==> config.mk <==
export PLATFORM = sky130hd
export DESIGN_NAME = gnce_cfg
export DESIGN_NICKNAME = d
export VERILOG_FILES = /design/src/rtl/gnce_pkg.sv /design/src/rtl/gnce_cfg.sv
export SDC_FILE = /design/constraint.sdc
export NUM_CORES = 1
export LEC_CHECK = 0
export ABC_AREA = 1
export BUFFER_PORTS_ARGS = -buffer_cell sky130_fd_sc_hd__buf_2
export CAP_MARGIN = 5
export CORE_MARGIN = 5
export CORE_UTILIZATION = 50
export DETAILED_ROUTE_END_ITERATION = 7
export PLACE_DENSITY_LB_ADDON = 0.2
export SYNTH_ARGS = -nofsm -noshare
export SYNTH_HDL_FRONTEND = slang
export SYNTH_SLANG_ARGS = --single-unit
==> constraint.sdc <==
create_clock -name clk_i -period 1.1 [get_ports clk_i]
set_clock_uncertainty 0.15 [all_clocks]
set_input_delay 0.22 -clock clk_i [delete_from_list [all_inputs] [get_ports clk_i]]
set_output_delay 0.22 -clock clk_i [all_outputs]
set_load 0.02 [all_outputs]
==> src/rtl/gnce_pkg.sv <==
package gnce_pkg;

  // Config port geometry
  localparam int CFG_IDX_W  = 3;
  localparam int CFG_DATA_W = 16;
  localparam int COST_W     = 16;

  // Register indexes
  localparam logic [CFG_IDX_W-1:0] CFG_GRID_WIDTH  = 3'd0;
  localparam logic [CFG_IDX_W-1:0] CFG_GRID_HEIGHT = 3'd1;
  localparam logic [CFG_IDX_W-1:0] CFG_GRID_DEPTH  = 3'd2;
  localparam logic [CFG_IDX_W-1:0] CFG_PLAIN_COST  = 3'd3;
  localparam logic [CFG_IDX_W-1:0] CFG_COSTLY_COST = 3'd4;
  localparam logic [CFG_IDX_W-1:0] CFG_DANGER_COST = 3'd5;
  localparam logic [CFG_IDX_W-1:0] CFG_ZSTEP_COST  = 3'd6;

  // Item kinds
  localparam logic [1:0] KIND_WRITE  = 2'd0;
  localparam logic [1:0] KIND_READ   = 2'd1;
  localparam logic [1:0] KIND_EXPAND = 2'd2;

  // Cell types
  localparam logic [1:0] CELL_FREE   = 2'd0;
  localparam logic [1:0] CELL_BLOCK  = 2'd1;
  localparam logic [1:0] CELL_COSTLY = 2'd2;
  localparam logic [1:0] CELL_DANGER = 2'd3;

  // Neighbor directions, in visiting order
  typedef enum logic [2:0] {
    DIR_XP = 3'd0,
    DIR_XN = 3'd1,
    DIR_YP = 3'd2,
    DIR_YN = 3'd3,
    DIR_ZP = 3'd4,
    DIR_ZN = 3'd5
  } dir_e;

  typedef struct packed {
    logic [6:0]        grid_width;
    logic [6:0]        grid_height;
    logic [4:0]        grid_depth;
    logic [COST_W-1:0] plain_cost;
    logic [COST_W-1:0] costly_cost;
    logic [COST_W-1:0] danger_cost;
    logic [COST_W-1:0] zstep_cost;
  } cfg_t;

  typedef struct packed {
    logic              hit;
    dir_e              direction;
    logic [5:0]        x;
    logic [5:0]        y;
    logic [3:0]        z;
    logic [1:0]        cell_type;
    logic [COST_W-1:0] cost;
    logic              last;
  } res_t;

endpackage

==> src/rtl/gnce_cfg.sv <==
module gnce_cfg
  import gnce_pkg::*;
(
  input  logic                  clk_i,
  input  logic                  rst_ni,
  input  logic                  cfg_we_i,
  input  logic [CFG_IDX_W-1:0]  cfg_index_i,
  input  logic [CFG_DATA_W-1:0] cfg_data_i,
  output cfg_t                  cfg_o
);

  cfg_t cfg_q, cfg_d;

  // Register decode; indexes past the list are dropped
  always_comb begin
    cfg_d = cfg_q;
    if (cfg_we_i) begin
      unique case (cfg_index_i)
        CFG_GRID_WIDTH:  cfg_d.grid_width  = cfg_data_i[6:0];
        CFG_GRID_HEIGHT: cfg_d.grid_height = cfg_data_i[6:0];
        CFG_GRID_DEPTH:  cfg_d.grid_depth  = cfg_data_i[4:0];
        CFG_PLAIN_COST:  cfg_d.plain_cost  = cfg_data_i[COST_W-1:0];
        CFG_COSTLY_COST: cfg_d.costly_cost = cfg_data_i[COST_W-1:0];
        CFG_DANGER_COST: cfg_d.danger_cost = cfg_data_i[COST_W-1:0];
        CFG_ZSTEP_COST:  cfg_d.zstep_cost  = cfg_data_i[COST_W-1:0];
        default: ;
      endcase
    end
  end

  always_ff @(posedge clk_i or negedge rst_ni) begin
    if (!rst_ni) begin
      cfg_q.grid_width  <= 7'd64;
      cfg_q.grid_height <= 7'd64;
      cfg_q.grid_depth  <= 5'd16;
      cfg_q.plain_cost  <= 16'd256;
      cfg_q.costly_cost <= 16'd256;
      cfg_q.danger_cost <= 16'd256;
      cfg_q.zstep_cost  <= 16'd0;
    end else begin
      cfg_q <= cfg_d;
    end
  end

  assign cfg_o = cfg_q;

endmodule

Word-level counts from Yosys, hierarchy flattened
Cells that the tools add are included.

storage, ports and cells
  input bits = 22
  logic and storage cells = 21
  output and inout port bits = 83
  bits in registers = 83

cells by class
  reductions and logical operators = 8
  equal/unequal tests = 6

operator list
  kind                                                  number
  AND reduction 2 bit                                   7
  equality test 3 bit (second input constant)           3
  equality test 3 x 2 -> 1 bit (second input constant)  2
  equality test 3 x 1 -> 1 bit (second input constant)  1
  zero test 3 bit                                       1

Logic depth before layout (Yosys ltp)
Gate-level depths: netlist of run 1.

  word-level depth = 2
  depth in mapped cells = 6
  mapped depth without buffers = 5

Least setup slack after synthesis of run 1
Ideal clock, no wire load.

  path kind = input to register
  start = input port cfg_index_i[0]
  end = register cfg_q (netlist bit cfg_o[37])
  arrival time = 947 ps
  buffers on the path = 1
  library setup time = 117 ps
  required time = 833 ps
  cell stages on the path = 5
  slack = -114 ps
  cell sequence = nor2_1 > nand2_1 > buf_2 > nand2_1 > nand2_1

between the ends
  cells in the longest elaborated chain, start to end = 2

RTL lines
  what                           RTL line        source
  start: declaration             gnce_cfg.sv:7   input logic [CFG_IDX_W-1:0] cfg_index_i,
  equality test 3 bit            gnce_cfg.sv:18  unique case (cfg_index_i)
  AND reduction 2 bit (no line)  --
  end signal: assignment         gnce_cfg.sv:41  cfg_q <= cfg_d;
  end: declaration               gnce_cfg.sv:12  cfg_t cfg_q, cfg_d;

No other way between the ends.
A chain may end at the register's enable or synchronous reset.

Worst setup path after layout of run 1
  start = register cfg_q (netlist bit cfg_o[56])
  end = output port cfg_o[56] (netlist name)

RTL lines
  what              RTL line       source
  end: declaration  gnce_cfg.sv:9  output cfg_t cfg_o

No word-level cell between the ends.

==> results of run 1 <==
==> repair_timing <==
item | 4_1_cts | 5_1_grt
setup endpoints to repair | 83 | 83
pin swaps | 0 | 0
resized for setup | 166 | 0
endpoints found under the hold margin | 113 | 0
hold buffers | 12 | 0
buffers inserted | 24 | 22
==> power by group <==
part	total [uW]	internal [uW]	switching [uW]
Sequential	4120	3650	464
Clock	2340	1130	1200
Combinational	3470	1800	1670
Total	9920	6590	3330
==> worst max-delay path by stage <==
stage / from / end / slack, ns / cells past startpoint
2_1_floorplan: cfg_index_i[2] / cfg_o[10] / -0.03 / 6
6_report: cfg_o[56] / cfg_o[56] / -0.30 / 1
4_1_cts: cfg_o[56] / cfg_o[56] / -0.31 / 1
3_5_place_dp: cfg_index_i[0] / cfg_o[80] / -0.12 / 6
5_1_grt: cfg_o[82] / cfg_o[82] / -0.33 / 1
3_3_place_gp: cfg_index_i[0] / cfg_o[80] / -0.1 / 6
==> through the flow <==
stage	cells	setup TNS, ns	setup WS (ns)	area, um^2	util (%)
floorplan	369	-0.824	-0.0314	3250	-
global placement	561	-5.62	-0.0950	4100	65.0
detailed placement	561	-6.63	-0.123	4100	65.0
CTS	613	-15.53	-0.309	5130	81.3
global route	635	-17.55	-0.334	5300	83.9
finish	635	-15.01	-0.304	5300	83.9
==> cell usage in the layout, fill, tap and decap left out <==
cell / synthesis / routed
inv_6: 0 / 2
dlygate4sd3_1: 0 / 12
buf_12: 0 / 10
nor2_4: 2 / 2
dfstp_2: 6 / 6
clkbuf_8: 0 / 10
nand3_1: 35 / 35
nor2_2: 3 / 5
nand2_2: 0 / 1
nand2_1: 226 / 225
inv_1: 2 / 2
buf_2: 9 / 20
dfrtp_1: 77 / 77
clkinv_4: 0 / 1
bufinv_16: 0 / 1
buf_6: 0 / 83
inv_2: 4 / 4
buf_4: 0 / 60
clkinvlp_4: 0 / 2
==> kinds of logic after synthesis <==
family                 Yosys count
buffers and inverters           18
DFF                             83
and+or+nand+nor                268
==> per-layer routing <==
| metal | vias to the layer above | share of wire, % | global-route usage, % |
|---|---|---|---|
| met5 | - | 0 | 0 |
| met4 | 0 | 2.5 | 9.06 |
| met3 | 23 | 5.4 | 5.58 |
| met2 | 115 | 51 | 41.7 |
| met1 | 1552 | 41 | 33.5 |
| li1 | 1505 | - | - |
==> cell type report <==
| type | instances | area [um^2] |
|---|---|---|
| clock buffer | 10 | 138 |
| clock inverter | 6 | 71.3 |
| fill | 354 | 1020 |
| inverter | 6 | 22.5 |
| multi-input combinational | 268 | 1080 |
| sequential | 83 | 2080 |
| tap | 77 | 96.3 |
| timing repair buffer | 185 | 1810 |
==> impl_metrics.py, run 1 <==
metrics = {
    "global_routing": {
        "grt_max_degree": 27,
        "grt-ovfl-total": 0,
        "grt_pass1_wl_mm": 16.7,
        "antenna_found_initial": 0,
        "grt_usage_pct": 25.5,
        "grt_pass1_vias": 3251,
    },
    "routing": {
        "drt_pass1_iterations": 4,
        "drc": 0,
        "vias": 3195,
        "via_per_inst": 5.03,
        "ant_nets": 0,
        "drt_iter0_markers": 182,
        "routedWlPerCell_um": 16.6,
        "wl_mm": 10.5,
    },
    "clock_network": {
        "numCtsBuffers": 9,
        "clk_pin_slew_worst_paths_ns": 0.09,
        "clk-insertion-delay-late_ns": 0.35,
        "htree_levels": 3,
        "clock_sinks": 83,
        "cts_tree": "done",
        "clk_path_buf_depth": 2,
        "root_buffer": "clkbuf_8",
    },
    "synth": {
        "yosysTopAreaCell": "dfrtp_1",
        "ys_warn_count": 0,
        "syn_area_um2": 3240,
        "yosysMostFrequentCell": "nand2_1",
        "ys_seq_area_share_pct": 64.4,
        "ys.flop_type": "dfrtp_1",
        "synth_top_family_by_area": "simple AND/OR/NAND/NOR gates",
        "synthTopCellsByCount": "226 x nand2_1, 77 x dfrtp_1, 35 x nand3_1",
        "yosys.area_share.simple_pct": 33.1,
        "syn-instance-count": 369,
        "syn_avg_cell_area_um2": 8.77,
        "synthTopCellsByArea": "dfrtp_1 60%, nand2_1 26%, nand3_1 5.4%",
        "synth_top_cell_area_share_pct": 59.6,
        "synth_edf_count": 0,
        "syn-num-nets": 391,
        "synthAdderAreaFrac_pct": 0,
        "synth_compound_area_share_pct": 0,
        "ys_async_sr_fraction_pct": 100,
        "synthMuxAreaShare_pct": 0,
        "ys_types": 12,
        "synth-seq-cells": 83,
        "synth_xor_area_share_pct": 0,
    },
    "worst_setup_path": {
        "reg2reg_depth": 4,
        "reg2reg_from": "cfg_o[30]",
        "crit_required_ns": 0.73,
        "crit_chain": "buf_6",
        "critPathKind": "reg -> out",
        "arrival_ns": 1.03,
        "slowest_delay_ns": 0.56,
        "critPathBufInv": 1,
        "crit_fanout": 2,
        "start_kind": "flop",
        "worst_setup_path_end_kind": "output port",
        "slowest_stage": "dfstp_2",
        "r2r_end": "cfg_o[30]",
        "crit_family": "flip-flops",
        "regToRegSetupSlack_ns": 0.05,
    },
    "min_path": {
        "hold_depth": 3,
        "holdCritStartpoint": "cfg_data_i[4]",
        "hp-class": "in -> reg",
        "hold_end": "cfg_o[68]",
    },
    "sta": {
        "slew_headroom_pct": 84.0,
        "slew_violations": 0,
        "hold_viol": 0,
        "fin_crit_sh_pct": 128,
        "fmax_mhz": 712,
        "grt_setup_unrepaired": "yes",
        "setup_violations": 83,
        "period_needed_ns": 1.40,
        "whs_ns": 0.0169,
        "worst_slew_pin_slew_ns": 0.239,
        "final.setup.worst_slack_ns": -0.304,
    },
    "finish": {
        "fin_nets": 575,
        "drive_gt1_share_pct": 37.1,
        "antenna_cells": 0,
        "largest_register_ffs": 83,
        "area_delta_synth_final_pct": 63.7,
    },
    "run_status": {
        "failed_checks": "setup timing",
        "status": "finished, violations left",
    },
    "place": {
        "dp_hpwl_mm": 6.13,
        "gp_congestion": 0.799,
        "io_buffers": 104,
    },
    "floorplan": {
        "die_w_um": 90.4,
        "dieArea_um2": 8180,
        "fp.dieH_um": 90.4,
        "initial_utilization_pct": 51.2,
        "ios": 105,
        "num_rows": 29,
        "core_area_um2": 6310,
    },
    "pwr": {
        "peakVddDrop_uv": 1590,
        "powerDensity_nw_per_um2": 1870,
        "total_power_uw": 9920,
        "p_leak_uw": 0.00292,
    },
    "job": {
        "maxCapViolCount": 0,
    },
}
No activity file was read; power rests on OpenSTA's default activity.
==> run 2: changes to the inputs <==
--- a/config.mk
+++ b/config.mk
@@ -9,7 +9,8 @@
 export BUFFER_PORTS_ARGS = -buffer_cell sky130_fd_sc_hd__buf_2
 export CAP_MARGIN = 5
 export CORE_MARGIN = 5
-export CORE_UTILIZATION = 50
+export CORE_UTILIZATION = 40
+export CTS_CLUSTER_SIZE = 14
 export DETAILED_ROUTE_END_ITERATION = 7
 export PLACE_DENSITY_LB_ADDON = 0.2
 export SYNTH_ARGS = -nofsm -noshare
==> constraint.sdc (replaced) <==
create_clock -name clk_i -period 1.28 [get_ports clk_i]
set_clock_uncertainty 0.15 [all_clocks]
set_input_delay 0.256 -clock clk_i [delete_from_list [all_inputs] [get_ports clk_i]]
set_output_delay 0.256 -clock clk_i [all_outputs]
set_load 0.02 [all_outputs]
==> run 2 against run 1 <==
  * The flow still finishes with violations (setup timing)
  * Flip-flop and latch count is the same
  * Count of clock-buffer cells in the layout grew 2
  * Sequential power is 15% lower
  * Non-clock buffer count is 13 lower
  * Via count is 5.9% lower
  * Total power is 14% lower
  * Worst hold slack improved by 0.0065 ns
  * Setup slack improved by 0.17 ns
  * Combinational power decreased by 18%
  * First-iteration DRC count decreased by 49%
  * Register-to-register slack better by 0.21 ns
  * Largest cell class unchanged
  * Largest power group unchanged
==> impl_metrics.py, run 2 (synthesized netlist as in run 1, its figures left out) <==
metrics = {
    "global_routing": {
        "antenna_found_initial": 0,
        "grt_max_degree": 33,
        "grt_usage_pct": 20.0,
        "grt-ovfl-total": 0,
        "grt_pass1_vias": 3037,
        "grt_pass1_wl_mm": 15.6,
    },
    "clock_network": {
        "root_buffer": "clkbuf_8",
        "numCtsBuffers": 9,
        "htree_levels": 3,
        "clk_pin_slew_worst_paths_ns": 0.09,
        "clock_sinks": 83,
        "cts_tree": "done",
        "clk-insertion-delay-late_ns": 0.34,
        "clk_path_buf_depth": 2,
    },
    "floorplan": {
        "dieArea_um2": 9990,
        "initial_utilization_pct": 41.4,
        "num_rows": 32,
        "die_w_um": 99.9,
        "core_area_um2": 7810,
        "ios": 105,
        "fp.dieH_um": 99.9,
    },
    "finish": {
        "fin_nets": 562,
        "final_core_util_pct": 66.0,
        "antenna_cells": 0,
        "final_common_cell": "nand2_1",
        "final_cells": 647,
        "drive_gt1_share_pct": 36.7,
        "layout_common_cells": "226 x nand2_1, 83 x buf_6, 77 x dfrtp_1",
        "largest_register_ffs": 83,
        "area_delta_synth_final_pct": 59.3,
    },
    "worst_setup_path": {
        "worst_setup_path_end_kind": "output port",
        "arrival_ns": 1.01,
        "slowest_stage": "dfstp_2",
        "crit_family": "flip-flops",
        "critPathKind": "reg -> out",
        "crit_required_ns": 0.87,
        "crit_chain": "buf_6",
        "crit_fanout": 2,
        "critPathBufInv": 1,
        "start_kind": "flop",
        "slowest_delay_ns": 0.55,
    },
    "sta": {
        "hold_viol": 0,
        "slew_headroom_pct": 78.4,
        "fin_crit_sh_pct": 111,
        "slew_violations": 0,
        "whs_ns": 0.0234,
        "grt_setup_unrepaired": "yes",
        "tns_ns": -1.14,
        "period_needed_ns": 1.42,
        "fmax_mhz": 705,
        "setup_violations": 54,
        "worst_slew_pin_slew_ns": 0.324,
        "final.setup.worst_slack_ns": -0.138,
    },
    "routing": {
        "drt_iter0_markers": 92,
        "vias": 3006,
        "wl_mm": 9.59,
        "drc": 0,
        "routedWlPerCell_um": 14.8,
        "via_per_inst": 4.65,
        "ant_nets": 0,
        "drt_pass1_iterations": 6,
    },
    "run_status": {
        "status": "finished, violations left",
        "failed_checks": "setup timing",
    },
    "pwr": {
        "p_leak_uw": 0.00285,
        "powerDensity_nw_per_um2": 1650,
        "peakVddDrop_uv": 682,
    },
    "place": {
        "io_buffers": 104,
        "numPlacedInstances": 586,
        "pre_cts_slack_ns": -0.0222,
        "dp_hpwl_mm": 6.52,
        "gp_congestion": 0.775,
    },
    "job": {
        "maxCapViolCount": 0,
    },
    "min_path": {
        "hp-class": "in -> reg",
    },
}
run 2: cell types whose count changed in the layout (fill, tap and decap cells not counted), moves of 2 or more:
cell	delta
nor2_2	-2
nor2_1	+2
inv_6	-2
dlygate4sd3_1	-10
buf_4	+2
buf_12	-5
run 2: area by class of cell:
cell class | instances | area (um^2)
Clock buffer | 12 | 155
Clock inverter | 4 | 72.6
Fill cell | 657 | 2650
Inverter | 6 | 22.5
Multi-Input combinational cell | 268 | 1070
Sequential cell | 83 | 2080
Tap cell | 102 | 128
Timing Repair Buffer | 172 | 1620
run 2: metrics by stage:
| step | cell area (um^2) | power (uW) |
|---|---|---|
| floorplan | 3240 | 4510 |
| global placement | 4070 | 5340 |
| detailed placement | 4070 | 5380 |
| CTS | 5010 | 8400 |
| global route | 5150 | 8940 |
| finish | 5150 | 8500 |
run 2: worst paths after layout:
check                               startpoint         to  slack, ns  depth (start not counted)
worst min-delay path            cfg_data_i[11]  cfg_o[11]       0.02                          3
max in group asynchronous               rst_ni  cfg_o[82]       0.23                          3
worst max register to register       cfg_o[67]  cfg_o[67]       0.26                          4
min in group asynchronous               rst_ni  cfg_o[51]       0.20                          2
worst max-delay path                 cfg_o[56]  cfg_o[56]      -0.14                          1
worst min register to register       cfg_o[82]  cfg_o[82]       0.32                          2
run 2: worst reg2reg max path, stage by stage, from the launching register on:
cell and delay [ns]:
dfrtp_1 0.40, buf_4 0.14, buf_4 0.12, nand2_1 0.06
nand2_1 0.05
run 2: timing repair:
action                                  CTS  global route
gates cloned                              0             0
endpoints found under the setup margin   83            83
hold buffers                              2             0
resized for setup                       166             0
hold endpoints to repair                 79             0
buffers inserted                         24            19
run 2: report_power, final:
group	internal [uW]	switching (uW)	total [uW]
combinational	1490	1370	2860
clock	1200	912	2120
sequential	3140	382	3520
run 2: layer usage:
layer | up-vias | share of wire [%] | track usage (%)
li1 | 1482 | - | -
met1 | 1433 | 44 | 26.6
met2 | 78 | 50 | 32.8
met3 | 13 | 4.7 | 3.47
met4 | 0 | 1.6 | 7.67
met5 | - | 0 | 0
