$ cat config.mk
export PLATFORM = sky130hd
export DESIGN_NAME = gnce_seq
export DESIGN_NICKNAME = d
export VERILOG_FILES = /design/src/rtl/gnce_pkg.sv /design/src/rtl/gnce_seq.sv
export SDC_FILE = /design/constraint.sdc
export NUM_CORES = 1
export LEC_CHECK = 0
export BUFFER_PORTS_ARGS = -buffer_cell sky130_fd_sc_hd__buf_2
export CAP_MARGIN = 5
export CORE_ASPECT_RATIO = 1.4
export CORE_MARGIN = 4
export CORE_UTILIZATION = 52
export CTS_CLUSTER_SIZE = 10
export DETAILED_ROUTE_END_ITERATION = 12
export GPL_TIMING_DRIVEN = 0
export PLACE_DENSITY = 0.77
export SLEW_MARGIN = 20
export SYNTH_ARGS = -nofsm -noshare
export SYNTH_HDL_FRONTEND = slang
export SYNTH_SLANG_ARGS = --single-unit
$ cat constraint.sdc
create_clock -name clk_i -period 9.4 [get_ports clk_i]
set_input_delay 1.88 -clock clk_i [delete_from_list [all_inputs] [get_ports clk_i]]
set_output_delay 1.88 -clock clk_i [all_outputs]
set_load 0.02 [all_outputs]
$ cat src/rtl/gnce_pkg.sv
package gnce_pkg;

  // Config port geometry
  localparam int CFG_IDX_W  = 3;
  localparam int CFG_DATA_W = 16;
  localparam int COST_W     = 16;

  // Register indexes
  localparam logic [CFG_IDX_W-1:0] CFG_GRID_WIDTH  = 3'd0;
  localparam logic [CFG_IDX_W-1:0] CFG_GRID_HEIGHT = 3'd1;
  localparam logic [CFG_IDX_W-1:0] CFG_GRID_DEPTH  = 3'd2;
  localparam logic [CFG_IDX_W-1:0] CFG_PLAIN_COST  = 3'd3;
  localparam logic [CFG_IDX_W-1:0] CFG_COSTLY_COST = 3'd4;
  localparam logic [CFG_IDX_W-1:0] CFG_DANGER_COST = 3'd5;
  localparam logic [CFG_IDX_W-1:0] CFG_ZSTEP_COST  = 3'd6;

  // Item kinds
  localparam logic [1:0] KIND_WRITE  = 2'd0;
  localparam logic [1:0] KIND_READ   = 2'd1;
  localparam logic [1:0] KIND_EXPAND = 2'd2;

  // Cell types
  localparam logic [1:0] CELL_FREE   = 2'd0;
  localparam logic [1:0] CELL_BLOCK  = 2'd1;
  localparam logic [1:0] CELL_COSTLY = 2'd2;
  localparam logic [1:0] CELL_DANGER = 2'd3;

  // Neighbor directions, in visiting order
  typedef enum logic [2:0] {
    DIR_XP = 3'd0,
    DIR_XN = 3'd1,
    DIR_YP = 3'd2,
    DIR_YN = 3'd3,
    DIR_ZP = 3'd4,
    DIR_ZN = 3'd5
  } dir_e;

  typedef struct packed {
    logic [6:0]        grid_width;
    logic [6:0]        grid_height;
    logic [4:0]        grid_depth;
    logic [COST_W-1:0] plain_cost;
    logic [COST_W-1:0] costly_cost;
    logic [COST_W-1:0] danger_cost;
    logic [COST_W-1:0] zstep_cost;
  } cfg_t;

  typedef struct packed {
    logic              hit;
    dir_e              direction;
    logic [5:0]        x;
    logic [5:0]        y;
    logic [3:0]        z;
    logic [1:0]        cell_type;
    logic [COST_W-1:0] cost;
    logic              last;
  } res_t;

endpackage

$ cat src/rtl/gnce_seq.sv
module gnce_seq
  import gnce_pkg::*;
#(
  parameter int MAX_WIDTH  = 64,
  parameter int MAX_HEIGHT = 64,
  parameter int MAX_DEPTH  = 16,
  parameter int COST_BITS  = 16,
  parameter int AW         = 16
) (
  input  logic          clk_i,
  input  logic          rst_ni,
  input  cfg_t          cfg_i,
  input  logic          in_valid_i,
  output logic          in_ready_o,
  input  logic [1:0]    kind_i,
  input  logic [5:0]    pos_x_i,
  input  logic [5:0]    pos_y_i,
  input  logic [3:0]    pos_z_i,
  input  logic [1:0]    cell_value_i,
  output logic          out_valid_o,
  input  logic          out_ready_i,
  output res_t          res_o,
  output logic          mem_en_o,
  output logic          mem_we_o,
  output logic [AW-1:0] mem_addr_o,
  output logic [1:0]    mem_wdata_o,
  input  logic [1:0]    mem_rdata_i
);

  localparam int XB = $clog2(MAX_WIDTH);
  localparam int YB = $clog2(MAX_HEIGHT);
  localparam int ZB = (MAX_DEPTH > 1) ? $clog2(MAX_DEPTH) : 1;
  localparam logic [32:0] COST_MAX = 33'((34'd1 << COST_BITS) - 34'd1);

  typedef enum logic [3:0] {
    S_CLEAR  = 4'b0001,
    S_IDLE   = 4'b0010,
    S_READ   = 4'b0100,
    S_EXPAND = 4'b1000
  } state_e;

  function automatic logic in_bounds(input logic [6:0] x, input logic [6:0] y,
                                     input logic [4:0] z, input cfg_t c);
    return (x < c.grid_width)  && (32'(x) < 32'(MAX_WIDTH))  &&
           (y < c.grid_height) && (32'(y) < 32'(MAX_HEIGHT)) &&
           (z < c.grid_depth)  && (32'(z) < 32'(MAX_DEPTH));
  endfunction

  function automatic logic [AW-1:0] cell_addr(input logic [6:0] x, input logic [6:0] y,
                                              input logic [4:0] z);
    return {ZB'(z), YB'(y), XB'(x)};
  endfunction

  // Control state
  state_e          state_q, state_d;
  logic [AW-1:0]   clr_addr_q, clr_addr_d;
  dir_e            dir_q, dir_d;
  logic            issue_done_q, issue_done_d;
  logic            s1_v_q, s1_v_d;
  logic            h_v_q, h_v_d;
  logic            out_v_q, out_v_d;

  // Payload
  logic [5:0]      x_q, x_d, y_q, y_d;
  logic [3:0]      z_q, z_d;
  logic            rd_inb_q, rd_inb_d;
  dir_e            s1_dir_q, s1_dir_d;
  logic [6:0]      s1_x_q, s1_x_d, s1_y_q, s1_y_d;
  logic [4:0]      s1_z_q, s1_z_d;
  res_t            h_q, h_d;
  res_t            out_q, out_d;

  // Neighbor of the current direction
  logic [6:0]      nb_x, nb_y;
  logic [4:0]      nb_z;
  logic            nb_under, nb_inb, in_inb;

  // Evaluation of the most recently read neighbor cell
  logic [COST_W-1:0] type_cost;
  logic [COST_W:0]   cost_sum;
  logic [32:0]       cost_sat;
  logic              zmove, qual, stall, out_free, push, acc;
  res_t              eval_res, push_res;

  always_comb begin
    nb_x     = {1'b0, x_q};
    nb_y     = {1'b0, y_q};
    nb_z     = {1'b0, z_q};
    nb_under = 1'b0;
    case (dir_q)
      DIR_XP: nb_x = {1'b0, x_q} + 7'd1;
      DIR_XN: begin
        nb_under = (x_q == '0);
        nb_x     = {1'b0, x_q} - 7'd1;
      end
      DIR_YP: nb_y = {1'b0, y_q} + 7'd1;
      DIR_YN: begin
        nb_under = (y_q == '0);
        nb_y     = {1'b0, y_q} - 7'd1;
      end
      DIR_ZP: nb_z = {1'b0, z_q} + 5'd1;
      DIR_ZN: begin
        nb_under = (z_q == '0);
        nb_z     = {1'b0, z_q} - 5'd1;
      end
      default: ;
    endcase
  end

  assign nb_inb = !nb_under && in_bounds(nb_x, nb_y, nb_z, cfg_i);
  assign in_inb = in_bounds({1'b0, pos_x_i}, {1'b0, pos_y_i}, {1'b0, pos_z_i}, cfg_i);

  // Base cost by type, layer penalty on z moves, saturate
  always_comb begin
    case (mem_rdata_i)
      CELL_COSTLY: type_cost = cfg_i.costly_cost;
      CELL_DANGER: type_cost = cfg_i.danger_cost;
      default:     type_cost = cfg_i.plain_cost;
    endcase
    zmove    = (s1_dir_q == DIR_ZP) || (s1_dir_q == DIR_ZN);
    cost_sum = {1'b0, type_cost} + (zmove ? {1'b0, cfg_i.zstep_cost} : '0);
    cost_sat = (33'(cost_sum) > COST_MAX) ? COST_MAX : 33'(cost_sum);

    eval_res.hit       = 1'b1;
    eval_res.direction = s1_dir_q;
    eval_res.x         = s1_x_q[5:0];
    eval_res.y         = s1_y_q[5:0];
    eval_res.z         = s1_z_q[3:0];
    eval_res.cell_type = mem_rdata_i;
    eval_res.cost      = cost_sat[COST_W-1:0];
    eval_res.last      = 1'b0;
  end

  assign out_free   = !out_v_q || out_ready_i;
  assign qual       = s1_v_q && (mem_rdata_i != CELL_BLOCK);
  // A qualifying neighbor displaces the held one; that needs a free output slot
  assign stall      = qual && h_v_q && !out_free;
  assign in_ready_o = (state_q == S_IDLE);
  assign acc        = in_valid_i && in_ready_o;

  // Sequencer
  always_comb begin
    state_d      = state_q;
    clr_addr_d   = clr_addr_q;
    dir_d        = dir_q;
    issue_done_d = issue_done_q;
    s1_v_d       = s1_v_q;
    h_v_d        = h_v_q;
    x_d          = x_q;
    y_d          = y_q;
    z_d          = z_q;
    rd_inb_d     = rd_inb_q;
    s1_dir_d     = s1_dir_q;
    s1_x_d       = s1_x_q;
    s1_y_d       = s1_y_q;
    s1_z_d       = s1_z_q;
    h_d          = h_q;
    push         = 1'b0;
    push_res     = h_q;
    mem_en_o     = 1'b0;
    mem_we_o     = 1'b0;
    mem_addr_o   = cell_addr({1'b0, pos_x_i}, {1'b0, pos_y_i}, {1'b0, pos_z_i});
    mem_wdata_o  = cell_value_i;

    unique case (state_q)
      // Sweep the store to free after reset
      S_CLEAR: begin
        mem_en_o    = 1'b1;
        mem_we_o    = 1'b1;
        mem_addr_o  = clr_addr_q;
        mem_wdata_o = CELL_FREE;
        clr_addr_d  = clr_addr_q + AW'(1);
        if (clr_addr_q == '1) begin
          state_d = S_IDLE;
        end
      end

      S_IDLE: begin
        if (acc) begin
          x_d = pos_x_i;
          y_d = pos_y_i;
          z_d = pos_z_i;
          case (kind_i)
            KIND_WRITE: begin
              mem_en_o = in_inb;
              mem_we_o = 1'b1;
            end
            KIND_READ: begin
              mem_en_o = in_inb;
              rd_inb_d = in_inb;
              state_d  = S_READ;
            end
            KIND_EXPAND: begin
              dir_d        = DIR_XP;
              issue_done_d = 1'b0;
              s1_v_d       = 1'b0;
              h_v_d        = 1'b0;
              state_d      = S_EXPAND;
            end
            default: ;
          endcase
        end
      end

      // Read data is held by the memory until the output frees up
      S_READ: begin
        if (out_free) begin
          push               = 1'b1;
          push_res.hit       = rd_inb_q;
          push_res.direction = DIR_XP;
          push_res.x         = x_q;
          push_res.y         = y_q;
          push_res.z         = z_q;
          push_res.cell_type = rd_inb_q ? mem_rdata_i : CELL_BLOCK;
          push_res.cost      = '0;
          push_res.last      = 1'b1;
          state_d            = S_IDLE;
        end
      end

      S_EXPAND: begin
        // Evaluate the most recently read neighbor unless stalled
        if (s1_v_q && !stall) begin
          s1_v_d = 1'b0;
          if (qual) begin
            if (h_v_q) begin
              push          = 1'b1;
              push_res      = h_q;
              push_res.last = 1'b0;
            end
            h_d   = eval_res;
            h_v_d = 1'b1;
          end
        end
        // Issue the read for the next direction
        if (!stall && !issue_done_q) begin
          s1_v_d     = nb_inb;
          s1_dir_d   = dir_q;
          s1_x_d     = nb_x;
          s1_y_d     = nb_y;
          s1_z_d     = nb_z;
          mem_en_o   = nb_inb;
          mem_addr_o = cell_addr(nb_x, nb_y, nb_z);
          if (dir_q == DIR_ZN) begin
            issue_done_d = 1'b1;
          end else begin
            dir_d = dir_e'(dir_q + 3'd1);
          end
        end
        // Close the run: flag the held neighbor as last, or report a miss
        if (issue_done_q && !s1_v_q && out_free) begin
          push = 1'b1;
          if (h_v_q) begin
            push_res      = h_q;
            push_res.last = 1'b1;
          end else begin
            push_res.hit       = 1'b0;
            push_res.direction = DIR_XP;
            push_res.x         = x_q;
            push_res.y         = y_q;
            push_res.z         = z_q;
            push_res.cell_type = CELL_FREE;
            push_res.cost      = '0;
            push_res.last      = 1'b1;
          end
          h_v_d   = 1'b0;
          state_d = S_IDLE;
        end
      end

      default: state_d = S_IDLE;
    endcase
  end

  // Output register
  always_comb begin
    out_v_d = out_v_q;
    out_d   = out_q;
    if (push) begin
      out_v_d = 1'b1;
      out_d   = push_res;
    end else if (out_ready_i) begin
      out_v_d = 1'b0;
    end
  end

  always_ff @(posedge clk_i or negedge rst_ni) begin
    if (!rst_ni) begin
      state_q      <= S_CLEAR;
      clr_addr_q   <= '0;
      dir_q        <= DIR_XP;
      issue_done_q <= 1'b0;
      s1_v_q       <= 1'b0;
      h_v_q        <= 1'b0;
      out_v_q      <= 1'b0;
    end else begin
      state_q      <= state_d;
      clr_addr_q   <= clr_addr_d;
      dir_q        <= dir_d;
      issue_done_q <= issue_done_d;
      s1_v_q       <= s1_v_d;
      h_v_q        <= h_v_d;
      out_v_q      <= out_v_d;
    end
  end

  always_ff @(posedge clk_i) begin
    x_q      <= x_d;
    y_q      <= y_d;
    z_q      <= z_d;
    rd_inb_q <= rd_inb_d;
    s1_dir_q <= s1_dir_d;
    s1_x_q   <= s1_x_d;
    s1_y_q   <= s1_y_d;
    s1_z_q   <= s1_z_d;
    h_q      <= h_d;
    out_q    <= out_d;
  end

  assign out_valid_o = out_v_q;
  assign res_o       = out_q;

endmodule

* After elaboration in Yosys (flattened, before gate mapping)
Index checks and enable logic that the tools add are counted. W data, S select, Z words.
Word-level totals: flip-flop bits (word level) 139, bits in latches 0, bits in writable memories 0, bits in read-only memories 0, input port bits 109, output and inout port bits 61, word-level logic and storage cells 170, memories kept 0
Cells by class: add/sub/neg operators 9, $mul 0, divide/modulo/power cells 0, magnitude comparators 10, equal/unequal tests 29, shifts and indexed selects 0, mux-type cells 52, bitwise gates (word level) 0, reductions and logical operators 41
Operator list (number):
- $mux W39 | 3
- $pmux W39 S2 | 1
- $pmux W16 S2 | 2
- $mux W16 | 2
- $pmux W7 S2 | 2
- $mux W1 | 21
- $reduce_and A5 Y1 | 4
- $add A16 B16 Y17 | 1
- $gt A17 B16 Y1 const B | 1
- $add A16 B1 Y16 const B | 1
- $eq A16 B16 Y1 const B | 1
- $logic_and A1 B1 Y1 | 16
- $mux W4 | 4
- $pmux W4 S4 | 1
- $add A6 B1 Y7 const B | 2
- $lt A6 B7 Y1 | 2
- $lt A7 B7 Y1 | 2
- $lt A7 B7 Y1 const B | 2
- $sub A6 B1 Y7 const B | 2
- $eq A3 B3 Y1 const B | 4
- $logic_not A6 Y1 | 2
- $mux W3 | 4
- $ne A2 B2 Y1 const B | 6
- $pmux W1 S2 | 5
- 32 further kinds | 50

* Depth between registers and ports, before layout
Gate-level depths: netlist of run 1.
word-level depth 11, gate-level depth with buffers 18, gate-level depth less buffers 16

* Worst setup path after synthesis of run 1
No wires, ideal clock.
kind register to output, from register dir_q[1], to output port mem_en_o, arrival time 3535 ps, required time 7520 ps, slack 3985 ps, stages on the path, launching flop included 18, buffers on the path 1, cells stage by stage dfrtp_1 > ha_1 > ha_1 > clkbuf_1 > xor2_1 > ha_1 > or3b_1 > a21oi_1 > nor3b_1 > o21ai_1 > xnor2_1 > ha_1 > and3_1 > nand4_1 > a21oi_1 > nor4b_1 > nand4b_1 > o311ai_1
On the way: elaborated cells between the ends (all ways) 25, classes of those cells order compare: 6; eq/ne: 5; mux: 6; reduce/logical: 8
RTL lines:
- start: declaration | RTL line gnce_seq.sv:57 | dir_e dir_q, dir_d;
- start signal: assignment | RTL line gnce_seq.sv:299 | dir_q <= dir_d;
- $eq A3 B2 Y1 | RTL line gnce_seq.sv:90 | case (dir_q)
- $pmux W7 S2 * | RTL line gnce_seq.sv:90
- named net nb_y[4] | RTL line gnce_seq.sv:74 | logic [6:0] nb_x, nb_y;
- $lt A7 B7 Y1 | RTL line gnce_seq.sv:45 | (y < c.grid_height) && (32'(y) < 32'(MAX_HEIGHT)) &&
- $logic_and A1 B1 Y1 | RTL line gnce_seq.sv:44 | return (x < c.grid_width) && (32'(x) < 32'(MAX_WIDTH)) &&
- $logic_and A1 B1 Y1 * (2 in a row) | RTL line gnce_seq.sv:45
- $logic_and A1 B1 Y1 * | RTL line gnce_seq.sv:46 | (z < c.grid_depth) && (32'(z) < 32'(MAX_DEPTH));
- $logic_and A1 B1 Y1 * | RTL line gnce_seq.sv:110 | assign nb_inb = !nb_under && in_bounds(nb_x, nb_y, nb_z, cfg_i);
- $mux W1 * | RTL line gnce_seq.sv:236 | if (!stall && !issue_done_q) begin
- $pmux W1 S3 * | RTL line gnce_seq.sv:165 | unique case (state_q)
- end: declaration | RTL line gnce_seq.sv:23 | output logic mem_en_o,
Mark *: on every way through the listed nets, which the timed path passes. The rest lies on a longest branch.

* Worst setup path after layout of run 1
from register dir_q[1], to output port mem_en_o
On the way: cells in the longest elaborated chain, start to end 11, elaborated cells between the ends (all ways) 25, classes of those cells order compare: 6; eq/ne: 5; mux: 6; reduce/logical: 8
RTL lines (RTL line):
- $eq A3 B1 Y1 or $logic_not A3 Y1 (tied branches) | gnce_seq.sv:90
- $pmux W7 S2 | gnce_seq.sv:90
- $lt A7 B7 Y1 | gnce_seq.sv:44
- $logic_and A1 B1 Y1 (2 in a row) | gnce_seq.sv:44
- $logic_and A1 B1 Y1 (2 in a row) | gnce_seq.sv:45
- $logic_and A1 B1 Y1 | gnce_seq.sv:46
- $logic_and A1 B1 Y1 * | gnce_seq.sv:110
- $mux W1 * | gnce_seq.sv:236
- $pmux W1 S3 * | gnce_seq.sv:165
Mark *: on every way between the ends. The rest lies on a longest branch, timed or not.

==> results.yml, run 1 <==
outcome:
  outcome: "finished, final reports clean"
floorplanning:
  start_util: 0.535
  ios: 170
  fp.dieH_um: 156
  die_area_sq_mm: 0.0176
  chipWidth_um: 113
  rows: 53
  coreArea_sq_mm: 0.0151
place:
  place.port_buffers: 169
  place.gp.congestion: 0.916
  hpwl_mm: 16.0
synthesis:
  yosys_most_used_dff: "edfxtp_1"
  synth_edf_count: 112
  avgSynthCellArea_sq_um: 11.2
  yosysTopAreaCellShare: 0.416
  synth_cell_types: 73
  syn_nets: 887
  async_flop_share: 0.194
  yosysSeqAreaShare: 0.500
  ys_top_cells_by_area: "edfxtp_1 (42%), ha_1 (8.5%), dfrtp_1 (8.0%), and2_1 (3.4%), xnor2_1 (3.1%)"
  synth_top_area_cell: "edfxtp_1"
  synth-seq-cells: 139
  syn_area_sq_mm: 0.00808
  synthCells: 721
  synth_warnings: 0
global_routing:
  use_met2: 0.430
  antenna_found_initial: 0
  busiest_layer: "met2"
  grt_pass1_wl_mm: 32.2
  grt_max_degree: 29
  overflow: 0
  grt_pass1_vias: 6425
  global_route.usage.met1: 0.268
  met3_usage: 0.0447
  grt_usage: 0.233
clock_network:
  cts_resized: 0
  cts_tree: "built"
  clock_latency_ps: 410
  cts_buffers: 17
  cts-root-buf: "clkbuf_16"
  postCtsHoldBufs: 0
  clock-sinks: 139
  clk_pin_slew_ps: 60
  clockBufferDepth: 2
  ctsHtreeMaxLevel: 4
  post-cts-setup-buffers: 0
detailed_routing:
  drt-pass1-iter-count: 5
  post_drt_via_cell_ratio: 5.71
  vias: 6378
  post-route-drc-count: 0
  wl_per_cell_um: 18.6
  ant_nets: 0
  wl_mm: 20.8
  drtIter0Drc: 383
min_path:
  hold_class: "flop to flop"
  hp-start: "s1_x_q[4]"
finish:
  regArea_sq_mm: 0.00404
  syn2layout_area_growth_pct: 22.6
  drive_gt1_frac: 0.246
  final_core_util: 0.655
  mostFrequentLayoutCells: "buf_2 (176), edfxtp_1 (112), ha_1 (55)"
  multi_input_area_sq_mm: 0.00381
  fillers: 1230
  antenna_cells: 0
  fin_nets: 1078
  final_common_cell: "buf_2"
timing:
  fin_crit_ps: 6850
  maxSlewHeadroom: 0.270
  tns_ps: 0
  finalClockSkew_ps: 9.57
  rsz0062_at_grt: "no"
  final_hold_viol_count: 0
  fmax_mhz: 146
  worstMarginPinSlew_ps: 1090
  setup_viol: 0
  fin_hold_ws_ps: 417
  fin_crit_sh: 0.728
  drv_slew: 0
power:
  peakVddDrop_mv: 0.105
  power_density_mw_per_mm2: 166
  leakage_nw: 4.25
setup_path:
  crit_fanout: 10
  crit_type: "flop to output port"
  cp-startpoint: "dir_q[1]"
  setup.worst_path.end_class: "output port"
  worstPathArrival_ps: 4970
  r2r_start: "dir_q[1]"
  cp-start-kind: "flop"
  cp.required_ps: 7520
flow_run:
  maxCapViolCount: 0
-- metrics by stage --
step / cells / setup slack [ps] / power (mW) / cell area, sq um
floorplan: 721 / 3980 / 0.860 / 8080
global placement: 1082 / 3130 / 0.936 / 9170
detailed placement: 1085 / 3090 / 0.942 / 9270
CTS: 1117 / 2590 / 1.64 / 9910
global route: 1117 / 2260 / 1.70 / 9910
finish: 1117 / 2550 / 1.64 / 9910
-- critical path, cell delays in order (launching register included) --
cell and delay, ps:
dfrtp_1 540, ha_1 270, ha_1 210, clkbuf_1 380
xor2_1 190, ha_1 210, or3b_1 370, a21oi_1 250
nor2b_1 80, o211ai_1 280, ha_1 330, a222oi_1 240
o21ai_0 170, a21oi_1 150, nor4b_1 260, nand4b_1 240
o311ai_1 160, buf_2 220
-- where the power goes --
group	switching [mW]	internal [mW]	total, mW
clock	0.268	0.438	0.706
sequential	0.0146	0.684	0.699
combinational	0.137	0.0982	0.235
total	0.419	1.22	1.64
-- metal layers --
| metal | vias up | share of wire |
|---|---|---|
| li1 | 3041 | - |
| met1 | 3059 | 0.38 |
| met2 | 236 | 0.54 |
| met3 | 42 | 0.053 |
| met4 | 0 | 0.023 |
| met5 | - | 0 |
-- cell type report --
type / instances / share of cell area
plain buffers: 28 / 0.0115
clock buffers: 23 / 0.0548
clock inverters: 9 / 0.00947
inverters: 38 / 0.0144
multi-input cells: 516 / 0.384
flip-flops and latches: 139 / 0.408
well taps: 192 / 0.0242
repair buffers: 172 / 0.0937
-- cells by family after synthesis --
logic type,after synthesis,share of synthesized area
flops,139,0.500
buf+inv,66,0.0317
compound gates,144,0.123
simple gates,235,0.159
fa+ha+maj,57,0.0901
xor+xnor,40,0.0433
mux,40,0.0529
-- synth_stat cells (4+ instances only) --
cell type,n
a21o_1,13
nand3_1,21
nor3_1,9
xnor2_1,29
xor2_1,11
a21oi_1,41
buf_2,7
nor2_1,39
nand2_1,54
nor2b_1,8
a22oi_1,4
o21ai_1,15
ha_1,55
mux2i_1,18
o211ai_1,4
mux2_1,19
o21a_1,5
dfrtp_1,26
edfxtp_1,112
o21ai_0,8
nand4_1,13
and2_1,44
o21bai_1,4
nand2b_1,13
clkbuf_1,19
o22ai_1,4
inv_1,36
a221o_1,9
-- worst paths after layout --
path	to	slack, ps	depth (start not counted)
setup / recovery	mem_en_o	2550	17
hold / removal	h_q[33]	420	0
setup reg to reg	s1_v_q	5000	16
hold reg to reg	h_q[33]	420	0
max in group asynchronous	out_valid_o	7440	1
min in group asynchronous	clr_addr_q[6]	1500	1
-- state kept, by name (all words and copies together), names as in the netlist --
| signal | cells |
|---|---|
| h_q | 37 |
| s1_x_q | 6 |
| s1_v_q | 1 |
| state_q | 4 |
| h_v_q | 1 |
| x_q | 6 |
| rd_inb_q | 1 |
| s1_dir_q | 3 |
| y_q | 6 |
| out_valid_o | 1 |
| z_q | 4 |
| s1_y_q | 6 |
| s1_z_q | 4 |
| dir_q | 3 |
| res_o | 39 |
| clr_addr_q | 16 |
| issue_done_q | 1 |
No activity file was read; power rests on OpenSTA's default activity.
==> run 2, diff against run 1 <==
--- a/config.mk
+++ b/config.mk
@@ -5,15 +5,16 @@
 export SDC_FILE = /design/constraint.sdc
 export NUM_CORES = 1
 export LEC_CHECK = 0
+export ABC_AREA = 1
 export BUFFER_PORTS_ARGS = -buffer_cell sky130_fd_sc_hd__buf_2
 export CAP_MARGIN = 5
 export CORE_ASPECT_RATIO = 1.4
 export CORE_MARGIN = 4
-export CORE_UTILIZATION = 52
+export CORE_UTILIZATION = 51
 export CTS_CLUSTER_SIZE = 10
 export DETAILED_ROUTE_END_ITERATION = 12
 export GPL_TIMING_DRIVEN = 0
-export PLACE_DENSITY = 0.77
+export PLACE_DENSITY = 0.78
 export SLEW_MARGIN = 20
 export SYNTH_ARGS = -nofsm -noshare
 export SYNTH_HDL_FRONTEND = slang
==> constraint.sdc (replaced) <==
create_clock -name clk_i -period 6 [get_ports clk_i]
set_input_delay 1.2 -clock clk_i [delete_from_list [all_inputs] [get_ports clk_i]]
set_output_delay 1.2 -clock clk_i [all_outputs]
set_load 0.02 [all_outputs]
==> run 2 against run 1 <==
Count of clock-buffer cells in the layout is 4 lower. Largest cell class unchanged. Routed wire length is 5.0% higher. Register-to-register slack worse by 2700 ps. First-iteration DRC count is 54% higher. Die area is 5.8% higher. Largest power group is now sequential cells. Cell count is 21% higher. Critical endpoint unchanged. Worst setup slack worse by 2000 ps. Combinational power grew to 5.1 times the previous value.
==> results.yml, run 2 <==
setup_path:
  crit_type: "flop to output port"
  cp-startpoint: "dir_q[1]"
  regToRegEndpoint: "s1_v_q"
  r2r_slack_ps: 2290
  worstPathArrival_ps: 4280
  crit_fanout: 7
  cp-start-kind: "flop"
  max_stage_delay_ps: 500
  crit_top_cell: "nand2_1"
  r2r_cells: 26
  slowest_stage: "dfrtp_1"
  cp.required_ps: 4800
  r2r_start: "dir_q[1]"
  setup.worst_path.end_class: "output port"
place:
  place_area_sq_mm: 0.00961
  hpwl_mm: 17.1
  place.port_buffers: 169
  dp.cells: 1322
  dp_slack_ps: 1040
  place.gp.congestion: 0.972
timing:
  maxSlewHeadroom: 0.390
  fin_crit_sh: 0.914
  drv_slew: 0
  fin_crit_ps: 5480
  finalClockSkew_ps: 9.71
  rsz0062_at_grt: "no"
  fmax_mhz: 182
  worstMarginPinSlew_ps: 904
  setup_viol: 0
  layout_setup_ws_ps: 516
  final_hold_viol_count: 0
finish:
  final_core_util: 0.630
  fin_area_sq_mm: 0.0102
  final_common_cell: "nand2_1"
  stdcell_count: 1354
  antenna_cells: 0
  largest_reg_flops: 39
  syn2layout_area_growth_pct: 20.9
  drive_gt1_frac: 0.223
  mostFrequentLayoutCells: "nand2_1 (199), buf_2 (173), inv_1 (149)"
  fin_nets: 1308
global_routing:
  grt_pass1_vias: 7127
  overflow: 0
  met3_usage: 0.0379
  grt_usage: 0.240
  use_met2: 0.415
  grt_pass1_wl_mm: 34.9
  busiest_layer: "met2"
  antenna_found_initial: 0
  global_route.usage.met1: 0.290
  grt_max_degree: 29
power:
  power_density_mw_per_mm2: 345
  leakage_nw: 4.93
  power_mw: 3.51
  peakVddDrop_mv: 0.215
synthesis:
  synth_top_family_by_area: "simple AND/OR/NAND/NOR gates"
  async_flop_share: 0.194
  synth-adder-area-share: 0.0865
  syn_area_sq_mm: 0.00842
  yosysTopAreaCellShare: 0.399
  synth_edf_count: 112
  synth-compound-area-share: 0.0822
  syn_nets: 1117
  synth-seq-cells: 139
  synth_warnings: 0
  yosysMostFrequentCell: "nand2_1"
  yosys_most_used_dff: "edfxtp_1"
  ys_top_cells_by_area: "edfxtp_1 (40%), nand2_1 (8.9%), ha_1 (8.2%), dfrtp_1 (7.7%), inv_1 (6.6%)"
  synth_top_area_cell: "edfxtp_1"
  synth-simple-area-share: 0.210
  synthCells: 951
  yosys-top-cells-count: "nand2_1 (199), inv_1 (149), nor2_1 (125)"
  avgSynthCellArea_sq_um: 8.85
  synth-xor-area-share: 0.0425
  synth_cell_types: 51
  yosysSeqAreaShare: 0.480
  synthMuxAreaShare: 0.0214
detailed_routing:
  wl_mm: 21.8
  post-route-drc-count: 0
  wl_per_cell_um: 16.1
  drt-pass1-iter-count: 5
  drtIter0Drc: 589
  post_drt_via_cell_ratio: 5.31
  ant_nets: 0
  vias: 7189
floorplanning:
  chipWidth_um: 117
  start_util: 0.521
  ios: 170
  die_area_sq_mm: 0.0187
  fp.dieH_um: 160
  rows: 55
  coreArea_sq_mm: 0.0162
clock_network:
  cts_tree: "built"
  cts-root-buf: "clkbuf_16"
  clock-sinks: 139
  clk_pin_slew_ps: 70
  clockBufferDepth: 2
  cts_resized: 0
  post-cts-setup-buffers: 0
  ctsHtreeMaxLevel: 4
  cts_buffers: 17
  clock_latency_ps: 420
  postCtsHoldBufs: 0
min_path:
  min_delay_path_depth: 0
  min_to: "h_q[29]"
  hp-start: "s1_x_q[0]"
  hold_class: "flop to flop"
flow_run:
  maxCapViolCount: 0
outcome:
  outcome: "finished, final reports clean"
## run 2: cell count changes after synthesis, moves of 19 or more
cell     before  now
and2_1       44    0
inv_1        36  149
mux2_1       19    0
nand2_1      54  199
nand3_1      21   47
nor2_1       39  125
## run 2: power breakdown
part           internal, mW  switching (mW)  total, mW
logic                 0.405           0.788       1.19
clock network         0.615           0.415       1.03
registers              1.22          0.0691       1.29
## run 2: worst max path at each step
stage             endpoint  depth (start not counted)
3_3_place_gp   out_valid_o                          7
3_5_place_dp      mem_en_o                         21
5_1_grt           mem_en_o                         27
2_1_floorplan     res_o[0]                          5
6_report          mem_en_o                         27
4_1_cts           mem_en_o                         21
## run 2: stage by stage
step	TNS [ps]	hold slack (ps)
after global routing	0	413
after global placement	-38450	401
after CTS	0	414
after detailed placement	0	405
final	0	415
after floorplan	0	400
## run 2: layout make-up
type                       count  area [sq um]
timing repair buffer         172           916
clock inverter                13           144
fill                        1336          5990
sequential                   139          4040
multi-input combinational    644          3740
buffer                        15          80.1
inverter                     153           577
tap                          199           249
clock buffer                  19           433
## run 2: critical path, delay by kind of cell (launching register included)
family | cells | cell delay (ps)
adder cells (fa/ha/maj) | 3 | 830
AND/OR/NAND/NOR | 16 | 1540
buffers and inverters | 5 | 580
AO/OA/AOI/OAI | 2 | 250
XOR/XNOR | 1 | 150
flip-flops | 1 | 500
## run 2: logic make-up after synthesis
kind of cell / Yosys count
xor gates and xnor gates: 40
DFF: 139
AOI/OAI and AO/OA: 114
and+or+nand+nor: 417
muxes: 16
buffers and inverters: 168
adders and majority gates: 57
## run 2: metal layers
metal	share of wire	vias to the layer above
li1	-	3530
met1	0.39	3323
met2	0.51	282
met3	0.062	54
met4	0.036	0
met5	0	-
